File: config.mk
export PLATFORM = sky130hd
export DESIGN_NAME = bounded_sorted_priority_queue_flat
export DESIGN_NICKNAME = d
export VERILOG_FILES = /design/src/rtl/core/bspq_pkg.sv /design/src/rtl/core/bspq_if.sv /design/src/rtl/core/bspq_ctrl.sv /design/src/rtl/core/bspq_dp.sv /design/src/rtl/core/bounded_sorted_priority_queue.sv /design/src/flat_wrapper.sv
export SDC_FILE = /design/constraint.sdc
export NUM_CORES = 2
export LEC_CHECK = 0
export BUFFER_PORTS_ARGS = -buffer_cell sky130_fd_sc_hd__buf_4
export CAP_MARGIN = 20
export CORE_ASPECT_RATIO = 1.4
export CORE_UTILIZATION = 55
export CTS_BUF_LIST = sky130_fd_sc_hd__clkbuf_8
export CTS_CLUSTER_DIAMETER = 30
export DETAILED_ROUTE_END_ITERATION = 16
export HOLD_SLACK_MARGIN = 0.03
export PLACE_DENSITY = 0.71
export SYNTH_ARGS = -nofsm -noshare
export SYNTH_HDL_FRONTEND = slang
export SYNTH_HIERARCHICAL = 1
export SYNTH_SLANG_ARGS = --single-unit
export TNS_END_PERCENT = 1
File: constraint.sdc
create_clock -name clk -period 27.8 [get_ports clk]
set_input_delay 6.95 -clock clk [delete_from_list [all_inputs] [get_ports clk]]
set_output_delay 6.95 -clock clk [all_outputs]
set_load 0.02 [all_outputs]
File: src/rtl/core/bspq_pkg.sv
// ----------------------------------------------------------------------------
// bspq_pkg: shared types and constants for the bounded sorted priority queue
// Holds the queue depth, the entry layout, the controller states and the
// ordering function used by the insertion cells.
// ----------------------------------------------------------------------------
package bspq_pkg;

  localparam int DEPTH   = 16;
  localparam int CNT_W   = $clog2(DEPTH + 1);
  localparam int HDL_W   = 16;
  localparam int PRI_W   = 8;
  localparam int ARR_W   = 32;
  localparam int OCC_W   = 5;

  localparam logic OP_PUSH = 1'b0;
  localparam logic OP_POP  = 1'b1;

  typedef struct packed {
    logic [HDL_W-1:0] handle;
    logic [PRI_W-1:0] priority_val;
    logic [ARR_W-1:0] arrival;
  } entry_t;

  typedef enum logic {
    CTL_IDLE,
    CTL_HOLD
  } ctl_state_t;

  // Commands from the controller to the datapath.
  typedef struct packed {
    logic accept;
    logic push_en;
    logic pop_en;
  } dp_cmd_t;

  // Status from the datapath to the controller.
  typedef struct packed {
    logic full;
    logic empty;
  } dp_stat_t;

  // True if entry a must be served strictly after entry b.
  function automatic logic goes_after(entry_t a, entry_t b);
    logic res;
    if (a.priority_val != b.priority_val) begin
      res = (a.priority_val > b.priority_val);
    end else begin
      res = (a.arrival > b.arrival);
    end
    return res;
  endfunction

endpackage

File: src/rtl/core/bspq_if.sv
// ----------------------------------------------------------------------------
// bspq_if: channel interfaces of the bounded sorted priority queue
// One interface for the operation channel and one for the result channel,
// each with valid/ready and its payload.
// ----------------------------------------------------------------------------
interface bspq_in_if;
  logic                      valid;
  logic                      ready;
  logic                      operation;
  logic [bspq_pkg::HDL_W-1:0] item_handle;
  logic [bspq_pkg::PRI_W-1:0] item_priority;
  logic [bspq_pkg::ARR_W-1:0] item_arrival;

  modport source (output valid, operation, item_handle, item_priority, item_arrival,
                  input ready);
  modport sink   (input valid, operation, item_handle, item_priority, item_arrival,
                  output ready);
endinterface

interface bspq_out_if;
  logic                      valid;
  logic                      ready;
  logic                      push_accepted;
  logic                      head_valid;
  logic [bspq_pkg::HDL_W-1:0] head_handle;
  logic [bspq_pkg::PRI_W-1:0] head_priority;
  logic [bspq_pkg::ARR_W-1:0] head_arrival;
  logic [bspq_pkg::OCC_W-1:0] occupancy;

  modport source (output valid, push_accepted, head_valid, head_handle, head_priority,
                         head_arrival, occupancy,
                  input ready);
  modport sink   (input valid, push_accepted, head_valid, head_handle, head_priority,
                        head_arrival, occupancy,
                  output ready);
endinterface

File: src/rtl/core/bspq_ctrl.sv
// ----------------------------------------------------------------------------
// bspq_ctrl: handshake controller of the bounded sorted priority queue
// Tracks whether a result is pending and turns accepted items into push and
// pop commands for the datapath.
// ----------------------------------------------------------------------------
module bspq_ctrl (
  input  logic                 clk,
  input  logic                 rst_n,
  input  logic                 in_valid,
  input  logic                 in_op,
  input  logic                 out_ready,
  input  bspq_pkg::dp_stat_t   stat,
  output logic                 in_ready,
  output logic                 out_valid,
  output bspq_pkg::dp_cmd_t    cmd
);

  bspq_pkg::ctl_state_t state_r, state_nxt;
  logic accept;

  // A new item may enter as soon as the pending result leaves in the same cycle.
  assign in_ready = (state_r == bspq_pkg::CTL_IDLE) || out_ready;
  assign accept   = in_valid && in_ready;

  always_comb begin
    state_nxt = state_r;
    case (state_r)
      bspq_pkg::CTL_IDLE: begin
        if (accept) state_nxt = bspq_pkg::CTL_HOLD;
      end
      bspq_pkg::CTL_HOLD: begin
        if (accept) begin
          state_nxt = bspq_pkg::CTL_HOLD;
        end else if (out_ready) begin
          state_nxt = bspq_pkg::CTL_IDLE;
        end
      end
      default: state_nxt = bspq_pkg::CTL_IDLE;
    endcase
  end

  always_comb begin
    out_valid   = 1'b0;
    cmd.accept  = accept;
    cmd.push_en = 1'b0;
    cmd.pop_en  = 1'b0;
    case (state_r)
      bspq_pkg::CTL_IDLE: out_valid = 1'b0;
      bspq_pkg::CTL_HOLD: out_valid = 1'b1;
      default:            out_valid = 1'b0;
    endcase
    if (accept) begin
      cmd.push_en = (in_op == bspq_pkg::OP_PUSH) && !stat.full;
      cmd.pop_en  = (in_op == bspq_pkg::OP_POP) && !stat.empty;
    end
  end

  always_ff @(posedge clk) begin
    if (!rst_n) begin
      state_r <= bspq_pkg::CTL_IDLE;
    end else begin
      state_r <= state_nxt;
    end
  end

endmodule

File: src/rtl/core/bspq_dp.sv
// ----------------------------------------------------------------------------
// bspq_dp: sorted entry cells of the bounded sorted priority queue
// A row of cells, each comparing its entry with the pushed one; a push shifts
// the tail down by one from the insertion point, a pop shifts all cells up.
// ----------------------------------------------------------------------------
module bspq_dp (
  input  logic                       clk,
  input  logic                       rst_n,
  input  bspq_pkg::dp_cmd_t          cmd,
  input  bspq_pkg::entry_t           new_entry,
  output bspq_pkg::dp_stat_t         stat,
  output logic                       push_accepted,
  output logic                       head_valid,
  output bspq_pkg::entry_t           head_entry,
  output logic [bspq_pkg::OCC_W-1:0] occupancy
);

  localparam int DEPTH = bspq_pkg::DEPTH;
  localparam int CNT_W = bspq_pkg::CNT_W;

  bspq_pkg::entry_t       cells_r   [DEPTH];
  bspq_pkg::entry_t       cells_nxt [DEPTH];
  logic [DEPTH-1:0]       ins;
  logic [CNT_W-1:0]       count_r, count_nxt;
  logic                   acc_r;

  genvar k;
  generate
    for (k = 0; k < DEPTH; k++) begin : g_cell
      // Cells past the fill level count as insertion points, so the flags
      // rise once along the row and the first raised flag marks the slot.
      assign ins[k] = (CNT_W'(k) < count_r) ?
                      bspq_pkg::goes_after(cells_r[k], new_entry) : 1'b1;

      always_comb begin
        cells_nxt[k] = cells_r[k];
        if (cmd.push_en && ins[k]) begin
          if (k == 0) begin
            cells_nxt[k] = new_entry;
          end else begin
            cells_nxt[k] = ins[(k == 0) ? 0 : k-1] ? cells_r[(k == 0) ? 0 : k-1]
                                                 : new_entry;
          end
        end else if (cmd.pop_en && (k < DEPTH-1)) begin
          cells_nxt[k] = cells_r[(k < DEPTH-1) ? k+1 : k];
        end
      end

      always_ff @(posedge clk) begin
        cells_r[k] <= cells_nxt[k];
      end
    end
  endgenerate

  always_comb begin
    count_nxt = count_r;
    if (cmd.push_en) begin
      count_nxt = count_r + 1'b1;
    end else if (cmd.pop_en) begin
      count_nxt = count_r - 1'b1;
    end
  end

  always_ff @(posedge clk) begin
    if (!rst_n) begin
      count_r <= '0;
      acc_r   <= 1'b0;
    end else begin
      count_r <= count_nxt;
      if (cmd.accept) acc_r <= cmd.push_en;
    end
  end

  assign stat.full     = (count_r == CNT_W'(DEPTH));
  assign stat.empty    = (count_r == '0);
  assign push_accepted = acc_r;
  assign head_valid    = !stat.empty;
  assign head_entry    = stat.empty ? '0 : cells_r[0];
  assign occupancy     = bspq_pkg::OCC_W'(count_r);

`ifndef ASSERT_OFF
  a_count_bound: assert property (@(posedge clk) disable iff (!rst_n)
    count_r <= CNT_W'(DEPTH))
    else $error("entry count exceeds depth");

  a_push_count: assert property (@(posedge clk) disable iff (!rst_n)
    cmd.push_en |=> count_r == CNT_W'($past(count_r) + 1'b1))
    else $error("push did not add one entry");

  a_pop_count: assert property (@(posedge clk) disable iff (!rst_n)
    cmd.pop_en |=> count_r == CNT_W'($past(count_r) - 1'b1))
    else $error("pop did not remove one entry");

  a_push_room: assert property (@(posedge clk) disable iff (!rst_n)
    cmd.push_en |-> !stat.full && !cmd.pop_en)
    else $error("push command issued on a full queue or with a pop");

  a_front_order: assert property (@(posedge clk) disable iff (!rst_n)
    (count_r >= CNT_W'(2)) |-> !bspq_pkg::goes_after(cells_r[0], cells_r[1]))
    else $error("front entries out of service order");
`endif

endmodule

File: src/rtl/core/bounded_sorted_priority_queue.sv
// ----------------------------------------------------------------------------
// bounded_sorted_priority_queue: fixed-capacity priority queue in sorted order
// Pushes insert by priority, then arrival, then insertion order; pops remove
// the front entry. Every item returns one result with the queue's front entry.
//
//   Channel    Dir  Handshake         Payload
//   in_chan    in   valid / ready     operation, item_handle/priority/arrival
//   out_chan   out  valid / ready     push_accepted, head_*, occupancy
//
// One item per cycle while results are taken: each cell compares with the
// pushed entry in parallel and the whole row shifts at once, so the result
// register is the only stage. The result appears the cycle after the item is
// accepted. A new item is taken while a result waits, provided that result
// leaves in the same cycle; a stalled result holds the input off.
// Reset (rst_n low, synchronous) empties the queue; there is no clearing pass.
// ----------------------------------------------------------------------------
module bounded_sorted_priority_queue (
  input  logic       clk,
  input  logic       rst_n,
  bspq_in_if.sink    in_chan,
  bspq_out_if.source out_chan
);

  bspq_pkg::dp_cmd_t  cmd;
  bspq_pkg::dp_stat_t stat;
  bspq_pkg::entry_t   new_entry;
  bspq_pkg::entry_t   head_entry;

  assign new_entry.handle       = in_chan.item_handle;
  assign new_entry.priority_val = in_chan.item_priority;
  assign new_entry.arrival      = in_chan.item_arrival;

  bspq_ctrl u_ctrl (
    .clk       (clk),
    .rst_n     (rst_n),
    .in_valid  (in_chan.valid),
    .in_op     (in_chan.operation),
    .out_ready (out_chan.ready),
    .stat      (stat),
    .in_ready  (in_chan.ready),
    .out_valid (out_chan.valid),
    .cmd       (cmd)
  );

  bspq_dp u_dp (
    .clk           (clk),
    .rst_n         (rst_n),
    .cmd           (cmd),
    .new_entry     (new_entry),
    .stat          (stat),
    .push_accepted (out_chan.push_accepted),
    .head_valid    (out_chan.head_valid),
    .head_entry    (head_entry),
    .occupancy     (out_chan.occupancy)
  );

  assign out_chan.head_handle   = head_entry.handle;
  assign out_chan.head_priority = head_entry.priority_val;
  assign out_chan.head_arrival  = head_entry.arrival;

endmodule
File: src/flat_wrapper.sv
// flat-port wrapper written by rule: the top's interface ports become plain ports
module bounded_sorted_priority_queue_flat 
  (clk, rst_n, in_chan_valid, in_chan_operation, in_chan_item_handle, in_chan_item_priority, in_chan_item_arrival, in_chan_ready, out_chan_valid, out_chan_push_accepted, out_chan_head_valid, out_chan_head_handle, out_chan_head_priority, out_chan_head_arrival, out_chan_occupancy, out_chan_ready);
  bspq_in_if in_chan_i ();
  bspq_out_if out_chan_i ();
  input  logic clk;
  input  logic rst_n;
  input wire logic [$bits(in_chan_i.valid)-1:0] in_chan_valid;
  input wire logic [$bits(in_chan_i.operation)-1:0] in_chan_operation;
  input wire logic [$bits(in_chan_i.item_handle)-1:0] in_chan_item_handle;
  input wire logic [$bits(in_chan_i.item_priority)-1:0] in_chan_item_priority;
  input wire logic [$bits(in_chan_i.item_arrival)-1:0] in_chan_item_arrival;
  output wire logic [$bits(in_chan_i.ready)-1:0] in_chan_ready;
  output wire logic [$bits(out_chan_i.valid)-1:0] out_chan_valid;
  output wire logic [$bits(out_chan_i.push_accepted)-1:0] out_chan_push_accepted;
  output wire logic [$bits(out_chan_i.head_valid)-1:0] out_chan_head_valid;
  output wire logic [$bits(out_chan_i.head_handle)-1:0] out_chan_head_handle;
  output wire logic [$bits(out_chan_i.head_priority)-1:0] out_chan_head_priority;
  output wire logic [$bits(out_chan_i.head_arrival)-1:0] out_chan_head_arrival;
  output wire logic [$bits(out_chan_i.occupancy)-1:0] out_chan_occupancy;
  input wire logic [$bits(out_chan_i.ready)-1:0] out_chan_ready;
  assign in_chan_i.valid = in_chan_valid;
  assign in_chan_i.operation = in_chan_operation;
  assign in_chan_i.item_handle = in_chan_item_handle;
  assign in_chan_i.item_priority = in_chan_item_priority;
  assign in_chan_i.item_arrival = in_chan_item_arrival;
  assign in_chan_ready = in_chan_i.ready;
  assign out_chan_valid = out_chan_i.valid;
  assign out_chan_push_accepted = out_chan_i.push_accepted;
  assign out_chan_head_valid = out_chan_i.head_valid;
  assign out_chan_head_handle = out_chan_i.head_handle;
  assign out_chan_head_priority = out_chan_i.head_priority;
  assign out_chan_head_arrival = out_chan_i.head_arrival;
  assign out_chan_occupancy = out_chan_i.occupancy;
  assign out_chan_i.ready = out_chan_ready;
  bounded_sorted_priority_queue u_core (.clk(clk), .rst_n(rst_n), .in_chan(in_chan_i), .out_chan(out_chan_i));
endmodule
Word-level counts from Yosys, hierarchy flattened
Memory sizes are Yosys's and may differ from the RTL's.
Cells that the tools add are included.
{"block": "classes", "n_addsub": 2, "n_lt_le_gt_ge": 48, "eq_ne": 17, "muxes": 87, "n_bitwise": 2, "reduce_logical": 24}
{"op": "$mux 56", "n": 47}
{"op": "$gt 32x32->1", "n": 16}
{"op": "$gt 8x8->1", "n": 16}
{"op": "$ne 8x8->1", "n": 16}
{"op": "$lt 4x5->1 const A", "n": 8}
{"op": "$mux 1", "n": 35}
{"op": "$lt 3x5->1 const A", "n": 4}
{"op": "$logic_and 1x1->1", "n": 19}
{"op": "$lt 1x5->1 const A", "n": 2}
{"op": "$lt 2x5->1 const A", "n": 2}
{"op": "$mux 5", "n": 2}
{"op": "$add 5x1->5 const B", "n": 1}
{"op": "$eq 5x5->1 const B", "n": 1}
{"op": "$logic_not 5->1", "n": 1}
{"op": "$sub 5x1->5 const B", "n": 1}
{"op": "$pmux 1 s2", "n": 2}
{"op": "$logic_not 1->1", "n": 2}
{"op": "$mux 2", "n": 1}
{"op": "$not 1->1", "n": 2}
{"op": "$reduce_bool 2->1", "n": 1}
{"op": "$logic_or 1x1->1", "n": 1}
{"block": "word_totals", "ff_bits": 7, "ramBits": 896, "inputBits": 61, "out_inout_bits": 65, "wordCells": 184, "mem_count": 1}
{"name": "u_core.u_dp.cells_r", "words": 16, "word_bits": 56, "read_ports": 16, "rd_clocked_by_memory_dff": 0, "wr": 16, "line_no": "bspq_dp.sv:21", "source": "bspq_pkg::entry_t cells_r [DEPTH];"}

Longest topological paths before layout
{"block": "logic_depth", "word_depth": 6, "ltp_mapped": 14, "ltp_nobuf": 10}

Cells and area by module
The synthesis kept the hierarchy.
{"mod": "bspq_dp", "instances": 1, "cells_each": 5571, "area_each_um2": 59678.5, "seq_area_each_um2": 27025.9}
{"mod": "bspq_ctrl", "instances": 1, "cells_each": 8, "area_each_um2": 98.8, "seq_area_each_um2": 20.0}

Least setup slack after synthesis
OpenSTA, ideal clock, no wires.
{"block": "synth_timing", "kind": "in2out", "from": "input out_chan_ready", "to": "output in_chan_ready", "t_arrival_ps": 7237, "required_time_ps": 20850, "slack_ps": 13613, "path_stages": 2, "n_path_buf": 0, "path_cell_list": "nor2b_4 > inv_1"}
{"block": "synth_via", "elab_chain_len": 1}
{"element": "start: declaration", "line_no": "flat_wrapper.sv:21", "source": "input wire logic [$bits(out_chan_i.ready)-1:0] out_chan_ready;"}
{"element": "$logic_or 1x1->1", "line_no": "bspq_ctrl.sv:22", "source": "assign in_ready = (state_r == bspq_pkg::CTL_IDLE) || out_ready;"}
{"element": "end: declaration", "line_no": "flat_wrapper.sv:13", "source": "output wire logic [$bits(in_chan_i.ready)-1:0] in_chan_ready;"}
Every way passes these cells.

Final worst setup path
Same ends and word-level chain as after synthesis.

==> results.toml <==
[clock_tree]
clk_pin_slew_worst_paths_ns = 0.06
clock_path_buffers = 3
clkSinkCount = 903
cts_tree = "yes"
cts_setup_buffers = 0
ctsHoldBuffers = 0
ctsResizeCount = 0
root_buffer = "clkbuf_8"
cts_made_buffers = 178
htree_levels = 4
clk_latency_ns = 0.91

[yosys]
async_flop_share_pct = 0
synth_simple_gate_area_share_pct = 9.58
synth.yosys.seq_area_share_pct = 45.2
synthAdderAreaFrac_pct = 13.5
synth-compound-area-share_pct = 13.0
syn-instance-count = 5579
synthMuxAreaShare_pct = 15.5
synth_cell_type_count = 73
synth-seq-cells = 903
synth.net_count = 6284
synth_top_family_by_area = "multiplexers"
syn_area_um2 = 59800
yosysWarnings = 6
avgSynthCellArea_um2 = 10.7
synth_xor_area_share_pct = 0.0440
synth_edf_count = 896
synth_ff_type = "edfxtp_1"

[floorplan]
io_pins = 126
dieArea_um2 = 110000
rows = 142
core-area_um2 = 107000
die_w_um = 281
start_util_pct = 55.7
fp.dieH_um = 392

[sta]
timing.hold.ws_ns = 0.528
report.final.hold_viol_count = 0
slew_headroom_pct = 14.1
fin_crit_sh_pct = 51.9
slew_violations = 0
setup_tns_ns = 0
rsz0062_at_grt = "no"
max_freq_mhz = 69.3
final-setup-viol-count = 0
skew_ns = 0.0428
tightest_slew_ns = 1.29
fin_ws_ns = 13.36
layout_min_cycle_time_ns = 14.44

[setup_path]
reg2reg_slack_ns = 21.65
cp_data_arrival_time_ns = 7.49
cp_common_cell = "buf_4"
reg2reg_depth = 11
setup.worst_path.end_class = "output pin"
start_kind = "primary input"
slowest_stage = "nor2b_4"
rr_endpoint = "u_core/u_dp/cells_r[0][121]$_DFFE_PP_"
crit_path_max_incr_delay_ns = 0.20
r2r_start = "u_core/u_dp/cells_r[0][143]$_DFFE_PP_"
path_cells = "buf_4, nor2b_4, inv_1, buf_4"
cp_max_fo = 5
worst-setup-path-type = "in -> out"
required_ns = 20.85

[routing]
viasPerCell = 6.55
wirelength_mm = 196
drtIter0Drc = 4998
via_count = 47365
ant_nets = 0
wire_per_inst_um = 27.1
drc = 0
drtPass1Iterations = 6

[place]
io_buffer_count = 125
place_congestion = 1.00
dp_hpwl_mm = 131
pre_cts_ws_ns = 13.36
placed_cell_area_um2 = 62200

[global_routing]
grt_usage_pct = 35.6
met3_usage_pct = 7.45
met2_usage_pct = 57.9
grt_pass1_wl_mm = 292
grt_max_degree = 89
busiest_layer = "met2"
gr-usage-met1_pct = 41.8
grt-ovfl-total = 0
grt_pass1_vias = 47643
antenna_found_initial = 6

[outcome]
outcome = "completed"

[finish]
mostFrequentLayoutCells = "edfxtp_1 (896), mux2i_1 (745), ha_1 (644), a21oi_1 (639), nand2_1 (533)"
final_common_cell = "edfxtp_1"
fin_nets = 6354
drive_gt1_share_pct = 11.9
area_delta_synth_final_pct = 10.5
postLayoutCellArea_um2 = 66100

[pwr]
power.total_mw = 4.63
p_leak_nw = 28.7
ir_drop_mv = 0.0649
p_per_area_nw_per_um2 = 70.0

[flow_run]
maxCapViolCount = 0

[min_path]
hold_path.class = "reg -> reg"
hold_path_depth = 2
min_to = "u_core/u_dp/cells_r[1][386]$_DFFE_PP_"
worstHoldStart = "u_core/u_dp/cells_r[1][442]$_DFFE_PP_"
[cell families after synthesis]
group	after synthesis
compound gates	1417
simple gates	1267
mux	905
flops	903
fa+ha+maj	644
buf+inv	440
xor+xnor	3
[critical path: cells and delay by family]
family	cells	cell delay (ns)
buffers and inverters	3	0.33
and+or+nand+nor	1	0.20
[Yosys cell counts, types with 4 or more instances]
| cell type | count | area share, % |
|---|---|---|
| nor3_1 | 33 | 0.28 |
| o21ai_0 | 460 | 3.9 |
| inv_1 | 96 | 0.60 |
| nor2b_1 | 99 | 1.0 |
| a221oi_1 | 9 | 0.13 |
| buf_4 | 16 | 0.20 |
| clkbuf_1 | 223 | 1.4 |
| o21ai_1 | 82 | 0.69 |
| nand4_1 | 136 | 1.4 |
| nand3_1 | 31 | 0.26 |
| a21o_1 | 78 | 0.98 |
| a31o_2 | 5 | 0.073 |
| buf_2 | 78 | 0.65 |
| nor2_1 | 338 | 2.1 |
| a31oi_1 | 9 | 0.094 |
| nand2b_1 | 11 | 0.12 |
| mux2i_1 | 745 | 12 |
| a211oi_1 | 27 | 0.34 |
| edfxtp_1 | 896 | 45 |
| dfxtp_1 | 7 | 0.23 |
| a2111oi_0 | 7 | 0.10 |
| mux2_2 | 131 | 2.5 |
| a21oi_1 | 641 | 5.4 |
| or2_2 | 10 | 0.10 |
| ha_1 | 644 | 13 |
| o31a_1 | 4 | 0.059 |
| and2_1 | 8 | 0.084 |
| mux2_1 | 29 | 0.55 |
| nand2_1 | 544 | 3.4 |
| nor4_1 | 22 | 0.23 |
| buf_6 | 11 | 0.21 |
| a21boi_1 | 4 | 0.050 |
| buf_1 | 16 | 0.10 |
| a211o_1 | 5 | 0.073 |
| and3_1 | 9 | 0.094 |
| and4_1 | 7 | 0.10 |
| o21a_1 | 17 | 0.21 |
| o211ai_1 | 30 | 0.38 |
| or3_1 | 4 | 0.042 |
[per-layer routing]
layer | wire (µm) | vias to the layer above | share of wire [%]
li1 | - | 21212 | -
met4 | 14500 | 10 | 7.4
met1 | 73200 | 23223 | 37
met3 | 16500 | 669 | 8.4
met2 | 91900 | 2251 | 47
met5 | 59 | - | 0.030
[state kept, by name (all words and copies together) (netlist names)]
name / flops
u_core/u_dp/occupancy: 5
u_core/u_ctrl/state_r: 1
u_core/u_dp/cells_r: 896
u_core/u_dp/push_accepted: 1
[worst max-delay path by stage]
stage                   startpoint       endpoint  slack, ns  depth (start not counted)
finish              out_chan_ready  in_chan_ready      13.36                          4
global route        out_chan_ready  in_chan_ready      13.34                          4
CTS                 out_chan_ready  in_chan_ready      13.36                          4
detailed placement  out_chan_ready  in_chan_ready      13.36                          4
global placement    out_chan_ready  in_chan_ready      13.36                          4
floorplan           out_chan_ready  in_chan_ready      13.61                          2
[final cells by class]
type	instances	area, µm²
Multi-Input combinational cell	4236	31200
Inverter	96	360
Tap cell	1440	1800
Fill cell	9037	41200
Clock buffer	184	2530
Antenna cell	2	5.00
Timing Repair Buffer	234	1840
Sequential cell	903	27000
Clock inverter	135	1260
[stage by stage]
stage	utilization (%)	cells
6_report	61.6	7230
5_1_grt	61.6	7229
4_1_cts	61.5	7223
3_5_place_dp	57.9	6904
3_3_place_gp	57.9	6903
2_1_floorplan	-	5579
[report_power, final]
| group | leakage (nW) | switching (mW) | total [mW] | internal (mW) |
|---|---|---|---|---|
| sequential | 8.47 | 0.148 | 1.92 | 1.77 |
| combinational | 18.2 | 0.785 | 1.24 | 0.458 |
| clock | 1.98 | 0.640 | 1.47 | 0.826 |
Note: power is estimated with default switching activity, not from simulation.
